===== config.mk =====
export PLATFORM = sky130hd
export DESIGN_NAME = qoi_image_encoder
export DESIGN_NICKNAME = d
export VERILOG_FILES = /design/src/sv/qoie_pkg.sv /design/src/sv/qoie_front.sv /design/src/sv/qoie_queue.sv /design/src/sv/qoie_back.sv /design/src/sv/qoie_image_encoder.sv
export SDC_FILE = /design/constraint.sdc
export NUM_CORES = 2
export LEC_CHECK = 0
export CORE_ASPECT_RATIO = 1.25
export CORE_UTILIZATION = 57
export CTS_CLUSTER_DIAMETER = 80
export DETAILED_ROUTE_END_ITERATION = 10
export DONT_BUFFER_PORTS = 1
export PLACE_DENSITY = 0.77
export SYNTH_ARGS = -nofsm -noshare
export SYNTH_HDL_FRONTEND = slang
export SYNTH_SLANG_ARGS = --single-unit
export TNS_END_PERCENT = 10

===== constraint.sdc =====
create_clock -name clk -period 6.1 [get_ports clk]
set_input_delay 0.305 -clock clk [delete_from_list [all_inputs] [get_ports clk]]
set_output_delay 0.305 -clock clk [all_outputs]
set_load 0.05 [all_outputs]

===== src/sv/qoie_pkg.sv =====
// Shared types, opcodes and segment sequencing for the QOI image encoder.
package qoie_pkg;

  localparam int IDX_W = 6;

  localparam logic [5:0] RUN_MAX  = 6'd62;
  localparam logic [7:0] OP_INDEX = 8'h00;
  localparam logic [7:0] OP_DIFF  = 8'h40;
  localparam logic [7:0] OP_LUMA  = 8'h80;
  localparam logic [7:0] OP_RUN   = 8'hC0;
  localparam logic [7:0] OP_RGB   = 8'hFE;
  localparam logic [7:0] OP_RGBA  = 8'hFF;

  localparam logic [3:0] HDR_LAST = 4'd13;
  localparam logic [3:0] END_LAST = 4'd7;

  typedef enum logic [1:0] {
    CFG_WIDTH,
    CFG_HEIGHT,
    CFG_CHANNELS,
    CFG_SPACE
  } cfg_idx_t;

  typedef struct packed {
    logic [31:0] width;
    logic [31:0] height;
    logic [2:0]  channels;
    logic [7:0]  space;
  } cfg_t;

  // Byte groups that one pixel produces; op_b[0] leaves first.
  typedef struct packed {
    logic            hdr;
    logic            run_v;
    logic [7:0]      run_byte;
    logic [2:0]      op_len;
    logic [4:0][7:0] op_b;
    logic            endm;
  } rec_t;

  typedef enum logic [2:0] {
    SEG_IDLE,
    SEG_HDR,
    SEG_RUN,
    SEG_OP,
    SEG_END
  } seg_t;

  // Segment that follows seg within rec; SEG_IDLE from SEG_IDLE gives the first one.
  function automatic seg_t next_seg(rec_t rec, seg_t seg);
    seg_t res;
    res = SEG_IDLE;
    case (seg)
      SEG_IDLE: begin
        if (rec.hdr) res = SEG_HDR;
        else if (rec.run_v) res = SEG_RUN;
        else if (rec.op_len != 3'd0) res = SEG_OP;
        else if (rec.endm) res = SEG_END;
      end
      SEG_HDR: begin
        if (rec.run_v) res = SEG_RUN;
        else if (rec.op_len != 3'd0) res = SEG_OP;
        else if (rec.endm) res = SEG_END;
      end
      SEG_RUN: begin
        if (rec.op_len != 3'd0) res = SEG_OP;
        else if (rec.endm) res = SEG_END;
      end
      SEG_OP: begin
        if (rec.endm) res = SEG_END;
      end
      default: res = SEG_IDLE;
    endcase
    return res;
  endfunction

endpackage


===== src/sv/qoie_front.sv =====
// Pixel front end: cache lookup, op selection and run tracking, one pixel per cycle unless stalled.
module qoie_front (
  input  logic          clk,
  input  logic          rst,
  input  qoie_pkg::cfg_t cfg,
  input  logic          in_valid,
  output logic          in_stall,
  input  logic [7:0]    red,
  input  logic [7:0]    green,
  input  logic [7:0]    blue,
  input  logic [7:0]    alpha,
  input  logic          final_pixel,
  output logic          rec_valid,
  output qoie_pkg::rec_t rec,
  input  logic          rec_full
);

  logic [31:0] cache_mem [64];
  logic [63:0] valid_bits;
  logic [31:0] mem_q;
  logic        fwd_hit;
  logic [31:0] fwd_px;

  logic        s1_valid;
  logic [31:0] s1_px;
  logic        s1_last;
  logic [qoie_pkg::IDX_W-1:0] s1_idx;

  logic [31:0] prev_px;
  logic [5:0]  run_length;
  logic        header_done;
  logic [5:0]  run_next;

  logic [7:0]  a_in;
  logic [31:0] px_in;
  logic [12:0] hsum;
  logic [qoie_pkg::IDX_W-1:0] idx_in;
  logic        in_accept;
  logic        s1_adv;
  logic        s1_fire;
  logic        same;
  logic        cache_write;
  logic [31:0] entry;
  logic [5:0]  run_inc;

  logic signed [7:0] dr, dg, db;
  logic signed [8:0] drg, dbg;

  // stage 0: alpha forcing and hash
  always_comb begin
    a_in   = (cfg.channels == 3'd4) ? alpha : 8'hFF;
    px_in  = {red, green, blue, a_in};
    hsum   = 13'(red) * 13'd3 + 13'(green) * 13'd5 + 13'(blue) * 13'd7 + 13'(a_in) * 13'd11;
    idx_in = hsum[qoie_pkg::IDX_W-1:0];
  end

  assign s1_adv    = !s1_valid || !rec_valid || !rec_full;
  assign s1_fire   = s1_valid && s1_adv;
  assign in_stall  = s1_valid && !s1_adv;
  assign in_accept = in_valid && !in_stall;

  assign same        = (s1_px == prev_px);
  assign cache_write = s1_fire && !same;
  assign entry       = fwd_hit ? fwd_px : (valid_bits[s1_idx] ? mem_q : 32'h0);
  assign run_inc     = run_length + 6'd1;

  assign dr  = s1_px[31:24] - prev_px[31:24];
  assign dg  = s1_px[23:16] - prev_px[23:16];
  assign db  = s1_px[15:8]  - prev_px[15:8];
  assign drg = 9'(dr) - 9'(dg);
  assign dbg = 9'(db) - 9'(dg);

  always_comb begin
    rec       = '0;
    rec.hdr   = !header_done;
    rec.endm  = s1_last;
    run_next  = run_length;
    if (same) begin
      run_next = run_inc;
      if (run_inc == qoie_pkg::RUN_MAX) begin
        rec.run_v    = 1'b1;
        rec.run_byte = qoie_pkg::OP_RUN | {2'b00, qoie_pkg::RUN_MAX - 6'd1};
        run_next     = 6'd0;
      end
    end else begin
      if (run_length != 6'd0) begin
        rec.run_v    = 1'b1;
        rec.run_byte = qoie_pkg::OP_RUN | {2'b00, run_length - 6'd1};
        run_next     = 6'd0;
      end
      if (entry == s1_px) begin
        rec.op_len  = 3'd1;
        rec.op_b[0] = qoie_pkg::OP_INDEX | {2'b00, s1_idx};
      end else if (s1_px[7:0] == prev_px[7:0]) begin
        if (dr >= -8'sd2 && dr <= 8'sd1 && dg >= -8'sd2 && dg <= 8'sd1 &&
            db >= -8'sd2 && db <= 8'sd1) begin
          rec.op_len  = 3'd1;
          rec.op_b[0] = qoie_pkg::OP_DIFF | {2'b00, 2'(dr[1:0] + 2'd2),
                        2'(dg[1:0] + 2'd2), 2'(db[1:0] + 2'd2)};
        end else if (dg >= -8'sd32 && dg <= 8'sd31 && drg >= -9'sd8 && drg <= 9'sd7 &&
                     dbg >= -9'sd8 && dbg <= 9'sd7) begin
          rec.op_len  = 3'd2;
          rec.op_b[0] = qoie_pkg::OP_LUMA | {2'b00, 6'(dg[5:0] + 6'd32)};
          rec.op_b[1] = {4'(drg[3:0] + 4'd8), 4'(dbg[3:0] + 4'd8)};
        end else begin
          rec.op_len  = 3'd4;
          rec.op_b[0] = qoie_pkg::OP_RGB;
          rec.op_b[1] = s1_px[31:24];
          rec.op_b[2] = s1_px[23:16];
          rec.op_b[3] = s1_px[15:8];
        end
      end else begin
        rec.op_len  = 3'd5;
        rec.op_b[0] = qoie_pkg::OP_RGBA;
        rec.op_b[1] = s1_px[31:24];
        rec.op_b[2] = s1_px[23:16];
        rec.op_b[3] = s1_px[15:8];
        rec.op_b[4] = s1_px[7:0];
      end
    end
    if (s1_last) begin
      if (run_next != 6'd0) begin
        rec.run_v    = 1'b1;
        rec.run_byte = qoie_pkg::OP_RUN | {2'b00, run_next - 6'd1};
      end
      run_next = 6'd0;
    end
  end

  assign rec_valid = s1_valid && (rec.hdr || rec.run_v || rec.op_len != 3'd0 || rec.endm);

  // cache storage and registered read
  always_ff @(posedge clk) begin
    if (cache_write) cache_mem[s1_idx] <= s1_px;
    if (in_accept) begin
      mem_q   <= cache_mem[idx_in];
      fwd_px  <= s1_px;
    end
  end

  always_ff @(posedge clk) begin
    if (rst) begin
      s1_valid    <= 1'b0;
      fwd_hit     <= 1'b0;
      valid_bits  <= '0;
      prev_px     <= 32'h0000_00FF;
      run_length  <= 6'd0;
      header_done <= 1'b0;
    end else begin
      if (in_accept) begin
        // pick up the write that lands on the same edge as this read
        fwd_hit <= cache_write && !s1_last && (s1_idx == idx_in);
      end
      if (s1_adv) s1_valid <= in_accept;
      if (s1_fire) begin
        if (s1_last) begin
          valid_bits  <= '0;
          prev_px     <= 32'h0000_00FF;
          run_length  <= 6'd0;
          header_done <= 1'b0;
        end else begin
          if (!same) begin
            valid_bits[s1_idx] <= 1'b1;
            prev_px            <= s1_px;
          end
          run_length  <= run_next;
          header_done <= 1'b1;
        end
      end
    end
  end

  always_ff @(posedge clk) begin
    if (in_accept) begin
      s1_px   <= px_in;
      s1_last <= final_pixel;
      s1_idx  <= idx_in;
    end
  end

  a_final_clears: assert property (@(posedge clk) disable iff (rst)
    (s1_fire && s1_last) |=> (!header_done && run_length == 6'd0 && valid_bits == '0))
    else $error("end of image did not clear encoder state");

endmodule


===== src/sv/qoie_queue.sv =====
// Short record queue between the pixel front end and the byte serializer.
module qoie_queue #(
  parameter int DEPTH = 4
) (
  input  logic           clk,
  input  logic           rst,
  input  logic           push_valid,
  input  qoie_pkg::rec_t push_rec,
  output logic           full,
  output logic           head_valid,
  output qoie_pkg::rec_t head_rec,
  input  logic           pop
);

  localparam int PTR_W = (DEPTH > 1) ? $clog2(DEPTH) : 1;
  localparam int CNT_W = $clog2(DEPTH + 1);

  qoie_pkg::rec_t entries [DEPTH];
  logic [PTR_W-1:0] wr_ptr, rd_ptr;
  logic [CNT_W-1:0] count;
  logic push;

  assign full       = (count == CNT_W'(DEPTH));
  assign head_valid = (count != '0);
  assign head_rec   = entries[rd_ptr];
  assign push       = push_valid && !full;

  always_ff @(posedge clk) begin
    if (push) entries[wr_ptr] <= push_rec;
  end

  always_ff @(posedge clk) begin
    if (rst) begin
      wr_ptr <= '0;
      rd_ptr <= '0;
      count  <= '0;
    end else begin
      if (push) wr_ptr <= (wr_ptr == PTR_W'(DEPTH - 1)) ? '0 : wr_ptr + PTR_W'(1);
      if (pop)  rd_ptr <= (rd_ptr == PTR_W'(DEPTH - 1)) ? '0 : rd_ptr + PTR_W'(1);
      if (push && !pop) count <= count + CNT_W'(1);
      else if (pop && !push) count <= count - CNT_W'(1);
    end
  end

  a_count_up: assert property (@(posedge clk) disable iff (rst)
    (push && !pop) |=> (count == $past(count) + CNT_W'(1)))
    else $error("queue count lost a transfer");

endmodule


===== src/sv/qoie_back.sv =====
// Byte serializer: walks header, run, op and end marker segments of each record.
module qoie_back (
  input  logic           clk,
  input  logic           rst,
  input  qoie_pkg::cfg_t cfg,
  input  logic           q_valid,
  input  qoie_pkg::rec_t q_rec,
  output logic           pop,
  output logic           out_valid,
  input  logic           out_stall,
  output logic [7:0]     code_byte,
  output logic           item_done
);

  qoie_pkg::seg_t state, state_next;
  qoie_pkg::rec_t cur;
  logic [3:0] cnt, cnt_next;
  logic       emit;
  logic       seg_end;
  logic       rec_end;
  logic [7:0] byte_sel;

  assign emit = (state != qoie_pkg::SEG_IDLE) && (!out_valid || !out_stall);

  always_comb begin
    seg_end  = 1'b0;
    byte_sel = 8'h00;
    case (state)
      qoie_pkg::SEG_HDR: begin
        seg_end = (cnt == qoie_pkg::HDR_LAST);
        case (cnt)
          4'd0:    byte_sel = 8'h71;
          4'd1:    byte_sel = 8'h6F;
          4'd2:    byte_sel = 8'h69;
          4'd3:    byte_sel = 8'h66;
          4'd4:    byte_sel = cfg.width[31:24];
          4'd5:    byte_sel = cfg.width[23:16];
          4'd6:    byte_sel = cfg.width[15:8];
          4'd7:    byte_sel = cfg.width[7:0];
          4'd8:    byte_sel = cfg.height[31:24];
          4'd9:    byte_sel = cfg.height[23:16];
          4'd10:   byte_sel = cfg.height[15:8];
          4'd11:   byte_sel = cfg.height[7:0];
          4'd12:   byte_sel = {5'b00000, cfg.channels};
          default: byte_sel = cfg.space;
        endcase
      end
      qoie_pkg::SEG_RUN: begin
        seg_end  = 1'b1;
        byte_sel = cur.run_byte;
      end
      qoie_pkg::SEG_OP: begin
        seg_end  = (cnt[2:0] == cur.op_len - 3'd1);
        byte_sel = cur.op_b[cnt[2:0]];
      end
      qoie_pkg::SEG_END: begin
        seg_end  = (cnt == qoie_pkg::END_LAST);
        byte_sel = seg_end ? 8'h01 : 8'h00;
      end
      default: begin
        seg_end  = 1'b0;
        byte_sel = 8'h00;
      end
    endcase
  end

  assign rec_end = seg_end && (qoie_pkg::next_seg(cur, state) == qoie_pkg::SEG_IDLE);
  assign pop     = q_valid && ((state == qoie_pkg::SEG_IDLE) || (emit && rec_end));

  always_comb begin
    state_next = state;
    cnt_next   = cnt;
    if (pop) begin
      state_next = qoie_pkg::next_seg(q_rec, qoie_pkg::SEG_IDLE);
      cnt_next   = 4'd0;
    end else if (emit) begin
      if (seg_end) begin
        state_next = qoie_pkg::next_seg(cur, state);
        cnt_next   = 4'd0;
      end else begin
        cnt_next = cnt + 4'd1;
      end
    end
  end

  always_ff @(posedge clk) begin
    if (rst) begin
      state     <= qoie_pkg::SEG_IDLE;
      cnt       <= 4'd0;
      out_valid <= 1'b0;
    end else begin
      state <= state_next;
      cnt   <= cnt_next;
      if (emit) out_valid <= 1'b1;
      else if (!out_stall) out_valid <= 1'b0;
    end
  end

  always_ff @(posedge clk) begin
    if (pop) cur <= q_rec;
    if (emit) begin
      code_byte <= byte_sel;
      item_done <= rec_end;
    end
  end

  a_op_in_range: assert property (@(posedge clk) disable iff (rst)
    (state == qoie_pkg::SEG_OP) |-> (cnt[2:0] < cur.op_len))
    else $error("op byte index past op length");

  a_pop_only_free: assert property (@(posedge clk) disable iff (rst)
    pop |-> ((state == qoie_pkg::SEG_IDLE) || (emit && rec_end)))
    else $error("record loaded while one is still in progress");

endmodule


===== src/sv/qoie_image_encoder.sv =====
// QOI image encoder top level: configuration registers, front end, queue, serializer.
//
//   channel  direction  handshake            payload
//   cfg      in         cfg_write            cfg_index, cfg_data
//   pixel    in         in_valid / in_stall  red, green, blue, alpha, final_pixel
//   byte     out        out_valid/out_stall  code_byte, item_done
//
// The front end takes one pixel per cycle unless stalled; the cache read is registered.
// Bytes leave one per cycle through the serializer output register while out_stall is low,
// so a pixel's bytes form a burst (header 14, end marker 8, ops 1 to 5);
// the record queue absorbs such bursts until it fills and the front end stalls.
// Reset is synchronous; the color cache uses per-entry valid bits, so no clearing pass.
// A stalled output holds its byte; the queue lets the front end keep working meanwhile.
module qoi_image_encoder #(
  parameter int QUEUE_DEPTH = 4
) (
  input  logic        clk,
  input  logic        rst,
  input  logic        cfg_write,
  input  logic [1:0]  cfg_index,
  input  logic [31:0] cfg_data,
  input  logic        in_valid,
  output logic        in_stall,
  input  logic [7:0]  red,
  input  logic [7:0]  green,
  input  logic [7:0]  blue,
  input  logic [7:0]  alpha,
  input  logic        final_pixel,
  output logic        out_valid,
  input  logic        out_stall,
  output logic [7:0]  code_byte,
  output logic        item_done
);

  qoie_pkg::cfg_t cfg;
  qoie_pkg::rec_t rec, head_rec;
  logic rec_valid, rec_full, head_valid, pop;

  always_ff @(posedge clk) begin
    if (rst) begin
      cfg.width    <= 32'd0;
      cfg.height   <= 32'd0;
      cfg.channels <= 3'd4;
      cfg.space    <= 8'd0;
    end else if (cfg_write) begin
      case (qoie_pkg::cfg_idx_t'(cfg_index))
        qoie_pkg::CFG_WIDTH:    cfg.width    <= cfg_data;
        qoie_pkg::CFG_HEIGHT:   cfg.height   <= cfg_data;
        qoie_pkg::CFG_CHANNELS: cfg.channels <= cfg_data[2:0];
        qoie_pkg::CFG_SPACE:    cfg.space    <= cfg_data[7:0];
        default:                cfg.space    <= cfg.space;
      endcase
    end
  end

  qoie_front u_front (
    .clk         (clk),
    .rst         (rst),
    .cfg         (cfg),
    .in_valid    (in_valid),
    .in_stall    (in_stall),
    .red         (red),
    .green       (green),
    .blue        (blue),
    .alpha       (alpha),
    .final_pixel (final_pixel),
    .rec_valid   (rec_valid),
    .rec         (rec),
    .rec_full    (rec_full)
  );

  qoie_queue #(
    .DEPTH (QUEUE_DEPTH)
  ) u_queue (
    .clk        (clk),
    .rst        (rst),
    .push_valid (rec_valid),
    .push_rec   (rec),
    .full       (rec_full),
    .head_valid (head_valid),
    .head_rec   (head_rec),
    .pop        (pop)
  );

  qoie_back u_back (
    .clk       (clk),
    .rst       (rst),
    .cfg       (cfg),
    .q_valid   (head_valid),
    .q_rec     (head_rec),
    .pop       (pop),
    .out_valid (out_valid),
    .out_stall (out_stall),
    .code_byte (code_byte),
    .item_done (item_done)
  );

endmodule


======== Yosys cells after proc, flatten, opt, wreduce, memory -nomap -nowiden ========
Memory sizes are Yosys's and may differ from the RTL's. A register that Yosys moved wholly into a read port is not among the register bits.
Index checks and enable logic that the tools add are counted.
word-level totals
  flip-flop bits (word level) ............. 329
  RAM bits ................................ 2,264
  input port bits ......................... 72
  logic and storage cells ................. 239
  memories ................................ 2
cells by class
  $add $sub $neg .......................... 23
  multiply operators ...................... 4
  order comparisons ....................... 15
  equality and inequality tests ........... 32
  multiplexer cells ....................... 65
  bitwise operators ....................... 1
  reduce and logical (&&, ||, !) cells .... 65
memories
  name               words  bits a word  rd ports  clocked after memory_dff  wr ports  line              RTL
  u_front.cache_mem  64     32           1         1                         1         qoie_front.sv:18  logic [31:0] cache_mem [64];
  u_queue.entries    4      54           1         1                         1         qoie_queue.sv:18  qoie_pkg::rec_t entries [DEPTH];
operators by type and width
  operator                                                                              number
  32-bit two-way mux                                                                    6
  64-bit two-way mux                                                                    2
  8-bit one-hot mux with 13 select lines                                                1
  32-bit equality test                                                                  2
  64-bit OR                                                                             1
  3-bit two-way mux                                                                     17
  9-bit two-way mux                                                                     5
  43-bit two-way mux                                                                    1
  8-bit two-way mux                                                                     5
  16-bit two-way mux                                                                    2
  8-bit one-hot mux with 4 select lines                                                 1
  1-bit logical AND                                                                     25
  8-bit binary-select mux with 3-bit select                                             1
  4-bit equality test (second input constant)                                           6
  8-bit by 2-bit greater-or-equal comparator with 1-bit output (second input constant)  3
  8-bit by 2-bit less-or-equal comparator with 1-bit output (second input constant)     3
  24-bit two-way mux                                                                    1
  6-bit two-way mux                                                                     4
  8-bit subtractor                                                                      3
  6-bit adder                                                                           3
  9-bit by 4-bit greater-or-equal comparator with 1-bit output (second input constant)  2
  9-bit by 4-bit less-or-equal comparator with 1-bit output (second input constant)     2
  8-bit by 8-bit subtractor with 9-bit output                                           2
  4-bit by 3-bit equality test with 1-bit output (second input constant)                4
  other kinds (46)                                                                      103

======== Longest topological paths before layout ========
  depth in word-level cells ............... 23
  gate-level depth with buffers ........... 21
  mapped depth without buffers ............ 20

======== Hierarchy ========
From an unflattened synthesis, not the netlist that was laid out.
second synthesis, totals
  cells, all modules ...................... 5,444
  area, all modules ....................... 106,606.0 um2
modules (own cells, without submodules)
  module             times used  cells each  area an instance (um2)  sequential area each (um2)
  qoie_front         1           4,538       91,662.9                66,694.0
  qoie_queue         1           332         8,296.7                 6,666.4
  qoie_back          1           290         3,564.7                 2,052.0
  qoi_image_encoder  1           284         3,081.7                 1,501.4

======== Least setup slack after synthesis ========
OpenSTA, ideal clock, no wires.
  kind .................................... reg2reg
  start point ............................. reg, netlist name cfg[8]
  end point ............................... reg u_front.mem_q[14] (read register of u_front.cache_mem), data pin
  library setup time ...................... 0.270 ns
  data arrival time ....................... 5.718 ns
  required time ........................... 5.830 ns
  path slack .............................. 0.112 ns
  cell stages (with the launch flop) ...... 18
  path buffers ............................ 3
  clock period less this slack ............ 5.988 ns
  cell sequence ........................... dfxtp_1 nor2_1 and2_1 nand2b_1 ha_1 ha_1 fa_1 inv_1 fa_1 inv_1 fa_1 fa_1 clkbuf_1 buf_1 clkbuf_1 mux4_2 mux2i_1 a21oi_1
between the ends
  word-level cells in the longest chain between the ends .. 4
RTL lines
  element                                      line              RTL
  3-bit equality test                          qoie_front.sv:51  a_in = (cfg.channels == 3'd4) ? alpha : 8'hFF;
  8-bit two-way mux                            qoie_front.sv:51
  named net u_front.a_in[0]                    qoie_front.sv:34  logic [7:0] a_in;
  8-bit by 4-bit multiplier with 6-bit output  qoie_front.sv:53  hsum = 13'(red) * 13'd3 + 13'(green) * 13'd5 + 13'(blue) * 13'd7 + 13'(a_in) * 13'd11;
  6-bit adder                                  qoie_front.sv:53
  named net u_front.hsum[3]                    qoie_front.sv:36  logic [12:0] hsum;
  end, declared                                qoie_front.sv:20  logic [31:0] mem_q;
The timed path passes the listed nets, and every way through them passes these cells.
A chain may end at the register's enable or synchronous reset.

======== Worst setup path in the final report ========
  start point ............................. reg, netlist name cfg[8]
  end point ............................... reg u_front.mem_q[30] (read register of u_front.cache_mem), data pin
between the ends
  word-level cells in the longest chain between the ends .. 4
RTL lines
  element                                      line
  3-bit equality test                          qoie_front.sv:51
  8-bit two-way mux                            qoie_front.sv:51
  named net u_front.a_in[0]                    qoie_front.sv:34
  8-bit by 4-bit multiplier with 6-bit output  qoie_front.sv:53
  6-bit adder                                  qoie_front.sv:53
  named net u_front.hsum[3]                    qoie_front.sv:36
The timed path passes the listed nets, and every way through them passes these cells.

==> report_table.html <==
<table>
<tr><th>Metric</th><th>Value</th></tr>
<tr><th colspan="2">Synth</th></tr>
<tr><td>Number of flops mapped to enable cells by yosys</td><td>2,420</td></tr>
<tr><td>Avg Cell Area, Syn</td><td>19.8 µm²</td></tr>
<tr><td>Net count after synthesis</td><td>5,421</td></tr>
<tr><td>Post-Synthesis Cell Area</td><td>104,000 µm²</td></tr>
<tr><td>Post-synthesis sequential area ratio</td><td>73.6%</td></tr>
<tr><td>Async set-reset flop share out of synthesis</td><td>0%</td></tr>
<tr><td>Synthesized flop and latch total</td><td>2,617</td></tr>
<tr><td>Area share of the largest cell type after synthesis</td><td>69.8%</td></tr>
<tr><td>Ys flop type</td><td>sky130_fd_sc_hd__edfxtp_1</td></tr>
<tr><td>Yosys warnings</td><td>0</td></tr>
<tr><td>Synthesized instance count</td><td>5,252</td></tr>
<tr><td>Count of different cell masters after synthesis</td><td>80</td></tr>
<tr><td>Top cells by area, synth</td><td>sky130_fd_sc_hd__edfxtp_1, sky130_fd_sc_hd__mux4_2, sky130_fd_sc_hd__dfxtp_1, sky130_fd_sc_hd__clkbuf_1, sky130_fd_sc_hd__ha_1</td></tr>
<tr><td>Largest area contributor in the netlist</td><td>sky130_fd_sc_hd__edfxtp_1</td></tr>
<tr><th colspan="2">Setup path</th></tr>
<tr><td>Kind of start point of the critical path</td><td>flip-flop</td></tr>
<tr><td>Setup slack, reg-to-reg</td><td>140 ps</td></tr>
<tr><td>Delay contributed by the slowest stage of the critical path</td><td>1030 ps</td></tr>
<tr><td>Reg-to-reg startpoint</td><td>cfg[8]</td></tr>
<tr><td>Logic depth of the worst register-to-register path</td><td>16</td></tr>
<tr><td>Buffer and inverter count on the worst path</td><td>3</td></tr>
<tr><td>Arrival time reported for the critical path endpoint</td><td>6610 ps</td></tr>
<tr><td>Cell type of the slowest stage on the worst timing path</td><td>sky130_fd_sc_hd__fa_4</td></tr>
<tr><td>Critical path's most frequent cell</td><td>sky130_fd_sc_hd__fa_1</td></tr>
<tr><td>Type of destination of the critical path</td><td>flip-flop</td></tr>
<tr><td>Critical path's top delay family</td><td>adder cells</td></tr>
<tr><td>Critical Path Fanout Max</td><td>23</td></tr>
<tr><td>Cell-by-cell listing of the critical path</td><td>nor2_1 &gt; and2_1 &gt; nand2b_1 &gt; ha_1 &gt; ha_1 &gt; fa_1 &gt; inv_1 &gt; fa_1 &gt; inv_1 &gt; fa_1 &gt; fa_4 &gt; buf_12 &gt; mux4_2 &gt; nor2b_1 &gt; a211oi_1 &gt; a21oi_1</td></tr>
<tr><td>Required time of the worst setup path</td><td>6750 ps</td></tr>
<tr><td>Reg-to-reg critical path endpoint</td><td>u_front.mem_q[30]</td></tr>
<tr><td>WS Path Type</td><td>flip-flop to flip-flop</td></tr>
<tr><th colspan="2">Power and ir drop</th></tr>
<tr><td>Highest ir drop seen on vdd</td><td>995 µV</td></tr>
<tr><td>Leak Pwr</td><td>37.4 nW</td></tr>
<tr><td>Total power per unit cell area</td><td>557 nW/µm²</td></tr>
<tr><td>Total design power</td><td>0.0656 W</td></tr>
<tr><th colspan="2">Min path</th></tr>
<tr><td>Hold path startpoint</td><td>green[6]</td></tr>
<tr><td>Worst hold path class</td><td>primary input to flip-flop</td></tr>
<tr><td>End of the worst hold path</td><td>u_front.s1_px[22]</td></tr>
<tr><td>Number of instances on the worst hold path</td><td>1</td></tr>
<tr><th colspan="2">Routing</th></tr>
<tr><td>Highest routed layer</td><td>met5</td></tr>
<tr><td>Met3 wirelength from detailed routing</td><td>27.1 mm</td></tr>
<tr><td>Detailed route wirelength on metal2</td><td>153 mm</td></tr>
<tr><td>Wire length after detailed routing</td><td>306 mm</td></tr>
<tr><td>Routed len/inst</td><td>37.7 µm</td></tr>
<tr><td>Total routed wire length on the met1 layer</td><td>95.1 mm</td></tr>
<tr><td>Router iterations before antenna repair</td><td>9</td></tr>
<tr><td>Ratio of routed vias to standard cells</td><td>6.88</td></tr>
<tr><td>Via count</td><td>55,891</td></tr>
<tr><td>Post-detailed-route DRC marker count</td><td>1</td></tr>
<tr><td>Initial drt markers</td><td>7,848</td></tr>
<tr><td>Residual antenna-violating net count after detailed routing</td><td>0</td></tr>
<tr><th colspan="2">STA</th></tr>
<tr><td>Min Tclk post-route</td><td>5960 ps</td></tr>
<tr><td>Final number of max-transition violations</td><td>0</td></tr>
<tr><td>Transition time at the pin with the least slew margin</td><td>1370 ps</td></tr>
<tr><td>Post-route clock skew</td><td>62.8 ps</td></tr>
<tr><td>Fmax achieved</td><td>0.168 GHz</td></tr>
<tr><td>Setup violators final</td><td>0</td></tr>
<tr><td>Number of hold-slack violations in the final timing report</td><td>0</td></tr>
<tr><td>Worst relative slew slack</td><td>7.79%</td></tr>
<tr><td>RSZ-0062 raised after global routing</td><td>false</td></tr>
<tr><td>Tcrit/Tclk final</td><td>97.6%</td></tr>
<tr><td>Post-Route Setup TNS</td><td>0 ps</td></tr>
<tr><th colspan="2">Flow run</th></tr>
<tr><td>Maximum capacitance violations</td><td>0</td></tr>
<tr><th colspan="2">Cells and area</th></tr>
<tr><td>Area growth from synthesis to layout</td><td>13.1%</td></tr>
<tr><td>Fraction of layout cells with a size suffix above 1</td><td>24.9%</td></tr>
<tr><td>Count of placed standard cells in the final layout, fillers left out</td><td>8,128</td></tr>
<tr><td>Filler cell count in the final layout</td><td>11,575</td></tr>
<tr><td>Total Nets Final</td><td>5,688</td></tr>
<tr><th colspan="2">Clock network</th></tr>
<tr><td>Clk sinks</td><td>2,617</td></tr>
<tr><td>Clock tree from TritonCTS</td><td>yes</td></tr>
<tr><td>Worst skew pair latency</td><td>930 ps</td></tr>
<tr><td>Root Driver</td><td>sky130_fd_sc_hd__clkbuf_16</td></tr>
<tr><td>TritonCTS buffer count</td><td>236</td></tr>
<tr><td>Clock transition at the registers of the reported paths</td><td>70 ps</td></tr>
<tr><td>Bufs on Longest Clock Path</td><td>3</td></tr>
<tr><td>H-Tree Level Count</td><td>4</td></tr>
<tr><th colspan="2">Floorplanning</th></tr>
<tr><td>Effective utilization at floorplan</td><td>57.3%</td></tr>
<tr><td>Die boundary width</td><td>384 µm</td></tr>
<tr><td>Overall die height</td><td>480 µm</td></tr>
<tr><td>Number of core rows</td><td>175</td></tr>
<tr><td>Core ar.</td><td>182,000 µm²</td></tr>
<tr><td>Floorplan die area</td><td>184,000 µm²</td></tr>
<tr><td>IO Count</td><td>83</td></tr>
<tr><th colspan="2">Place</th></tr>
<tr><td>HPWL after detailed placement</td><td>187 mm</td></tr>
<tr><td>Total instance count after detailed placement</td><td>7,584</td></tr>
<tr><td>Number of port buffers</td><td>0</td></tr>
<tr><td>Routability congestion estimate from global placement</td><td>0.987</td></tr>
<tr><th colspan="2">Status</th></tr>
<tr><td>Outcome</td><td>complete, but fails checks</td></tr>
<tr><td>Violations in the final reports</td><td>design-rule violations</td></tr>
<tr><th colspan="2">Global routing</th></tr>
<tr><td>Overall routing resource usage</td><td>33.5%</td></tr>
<tr><td>Wire length of the first global-routing pass</td><td>423 mm</td></tr>
<tr><td>Antenna violations before repair</td><td>21</td></tr>
<tr><td>Total overflow reported by the global router</td><td>0</td></tr>
<tr><td>Number of global-route vias before repair</td><td>55,363</td></tr>
<tr><td>Pin count of the biggest net entering global routing</td><td>172</td></tr>
</table>
==> how the worst max path moves through the flow <==
| stage | startpoint | to | cells after the start | slack, ps |
|---|---|---|---|---|
| 6_report | cfg[8] | u_front.mem_q[30] | 16 | 140 |
| 5_1_grt | cfg[9] | u_front.mem_q[10] | 17 | 3 |
| 4_1_cts | cfg[8] | u_front.mem_q[31] | 16 | 210 |
| 3_5_place_dp | cfg[8] | u_front.mem_q[20] | 19 | 6 |
| 3_3_place_gp | cfg[8] | u_front.mem_q[30] | 19 | 10 |
| 2_1_floorplan | cfg[8] | u_front.mem_q[14] | 17 | 110 |
==> routing by layer <==
layer	up-vias	track usage [%]
li1	22050	-
met3	955	5.71
met5	-	0
met4	6	27.8
met2	3962	55.7
met1	28918	38.1
==> timing repair <==
action / CTS / global route
endpoints found under the setup margin: 4 / 3
gates resized for setup: 1 / 1
hold buffers: 85 / 0
setup buffers: 0 / 1
hold endpoints to repair: 236 / 0
pin swaps: 0 / 1
==> cells in the mapped netlist (45+ instances only) <==
cell type / n
sky130_fd_sc_hd__a21oi_1: 160
sky130_fd_sc_hd__edfxtp_1: 2420
sky130_fd_sc_hd__a22oi_1: 91
sky130_fd_sc_hd__xor2_1: 45
sky130_fd_sc_hd__ha_1: 68
sky130_fd_sc_hd__nand2_1: 185
sky130_fd_sc_hd__nor2_1: 214
sky130_fd_sc_hd__dfxtp_1: 197
sky130_fd_sc_hd__inv_1: 133
sky130_fd_sc_hd__mux2i_1: 54
sky130_fd_sc_hd__mux4_2: 702
sky130_fd_sc_hd__clkbuf_1: 236
sky130_fd_sc_hd__nor2b_1: 53
sky130_fd_sc_hd__buf_1: 58
sky130_fd_sc_hd__xnor2_1: 69
==> final cells by class <==
type,count,area [µm²],area share (%)
clock inverters,183,2110,1.79
flip-flops and latches,2617,76600,65.1
multi-input cells,2204,26500,22.5
clock buffers,263,6010,5.10
inverters,134,505,0.429
well taps,2389,2990,2.54
repair buffers,326,3030,2.57
diodes,12,30.0,0.0255
==> cells by family after synthesis <==
family / count (synthesis) / synth area share, %
flops: 2617 / 73.6
mux: 762 / 15.8
simple gates: 704 / 3.26
compound gates: 519 / 3.41
buf+inv: 431 / 1.56
xor+xnor: 116 / 0.990
fa+ha+maj: 103 / 1.44
==> cell usage in the layout, fill, tap and decap left out, types with 65 or more instances in the layout <==
cell type	netlist	final
sky130_fd_sc_hd__nor2_1	214	149
sky130_fd_sc_hd__nand2_1	185	184
sky130_fd_sc_hd__dfxtp_1	197	195
sky130_fd_sc_hd__a21oi_1	160	160
sky130_fd_sc_hd__inv_1	133	131
sky130_fd_sc_hd__buf_4	0	213
sky130_fd_sc_hd__clkbuf_16	0	236
sky130_fd_sc_hd__ha_1	68	65
sky130_fd_sc_hd__mux4_2	702	702
sky130_fd_sc_hd__dlygate4sd3_1	0	84
sky130_fd_sc_hd__xnor2_1	69	67
sky130_fd_sc_hd__a22oi_1	91	91
sky130_fd_sc_hd__edfxtp_1	2420	2420
==> state kept, by name (all words and copies together), names as in the netlist, 52 cells and up, named ones only <==
register,flops
u_front.valid_bits,64
u_queue.entries,208
u_front.cache_mem,2048
u_back.cur,52
cfg,75
==> where the power goes <==
part	leakage, nW	internal, W	switching [W]	total [W]
registers	23.4	0.0211	0.000620	0.0217
clock network	3.95	0.00863	0.00693	0.0156
logic	10.0	0.0122	0.0161	0.0283
==> metrics by stage <==
stage          hold WS (ps)  instance area [µm²]  utilization, %  worst slack (ps)
3_3_place_gp            387               109000            59.8              12.6
4_1_cts                15.2               118000            64.8               209
3_5_place_dp            388               109000            59.8              6.05
6_report               48.3               118000            64.8               144
2_1_floorplan           404               104000               -               112
5_1_grt                29.6               118000            64.8              2.70
(Power assumes the default switching activity.)
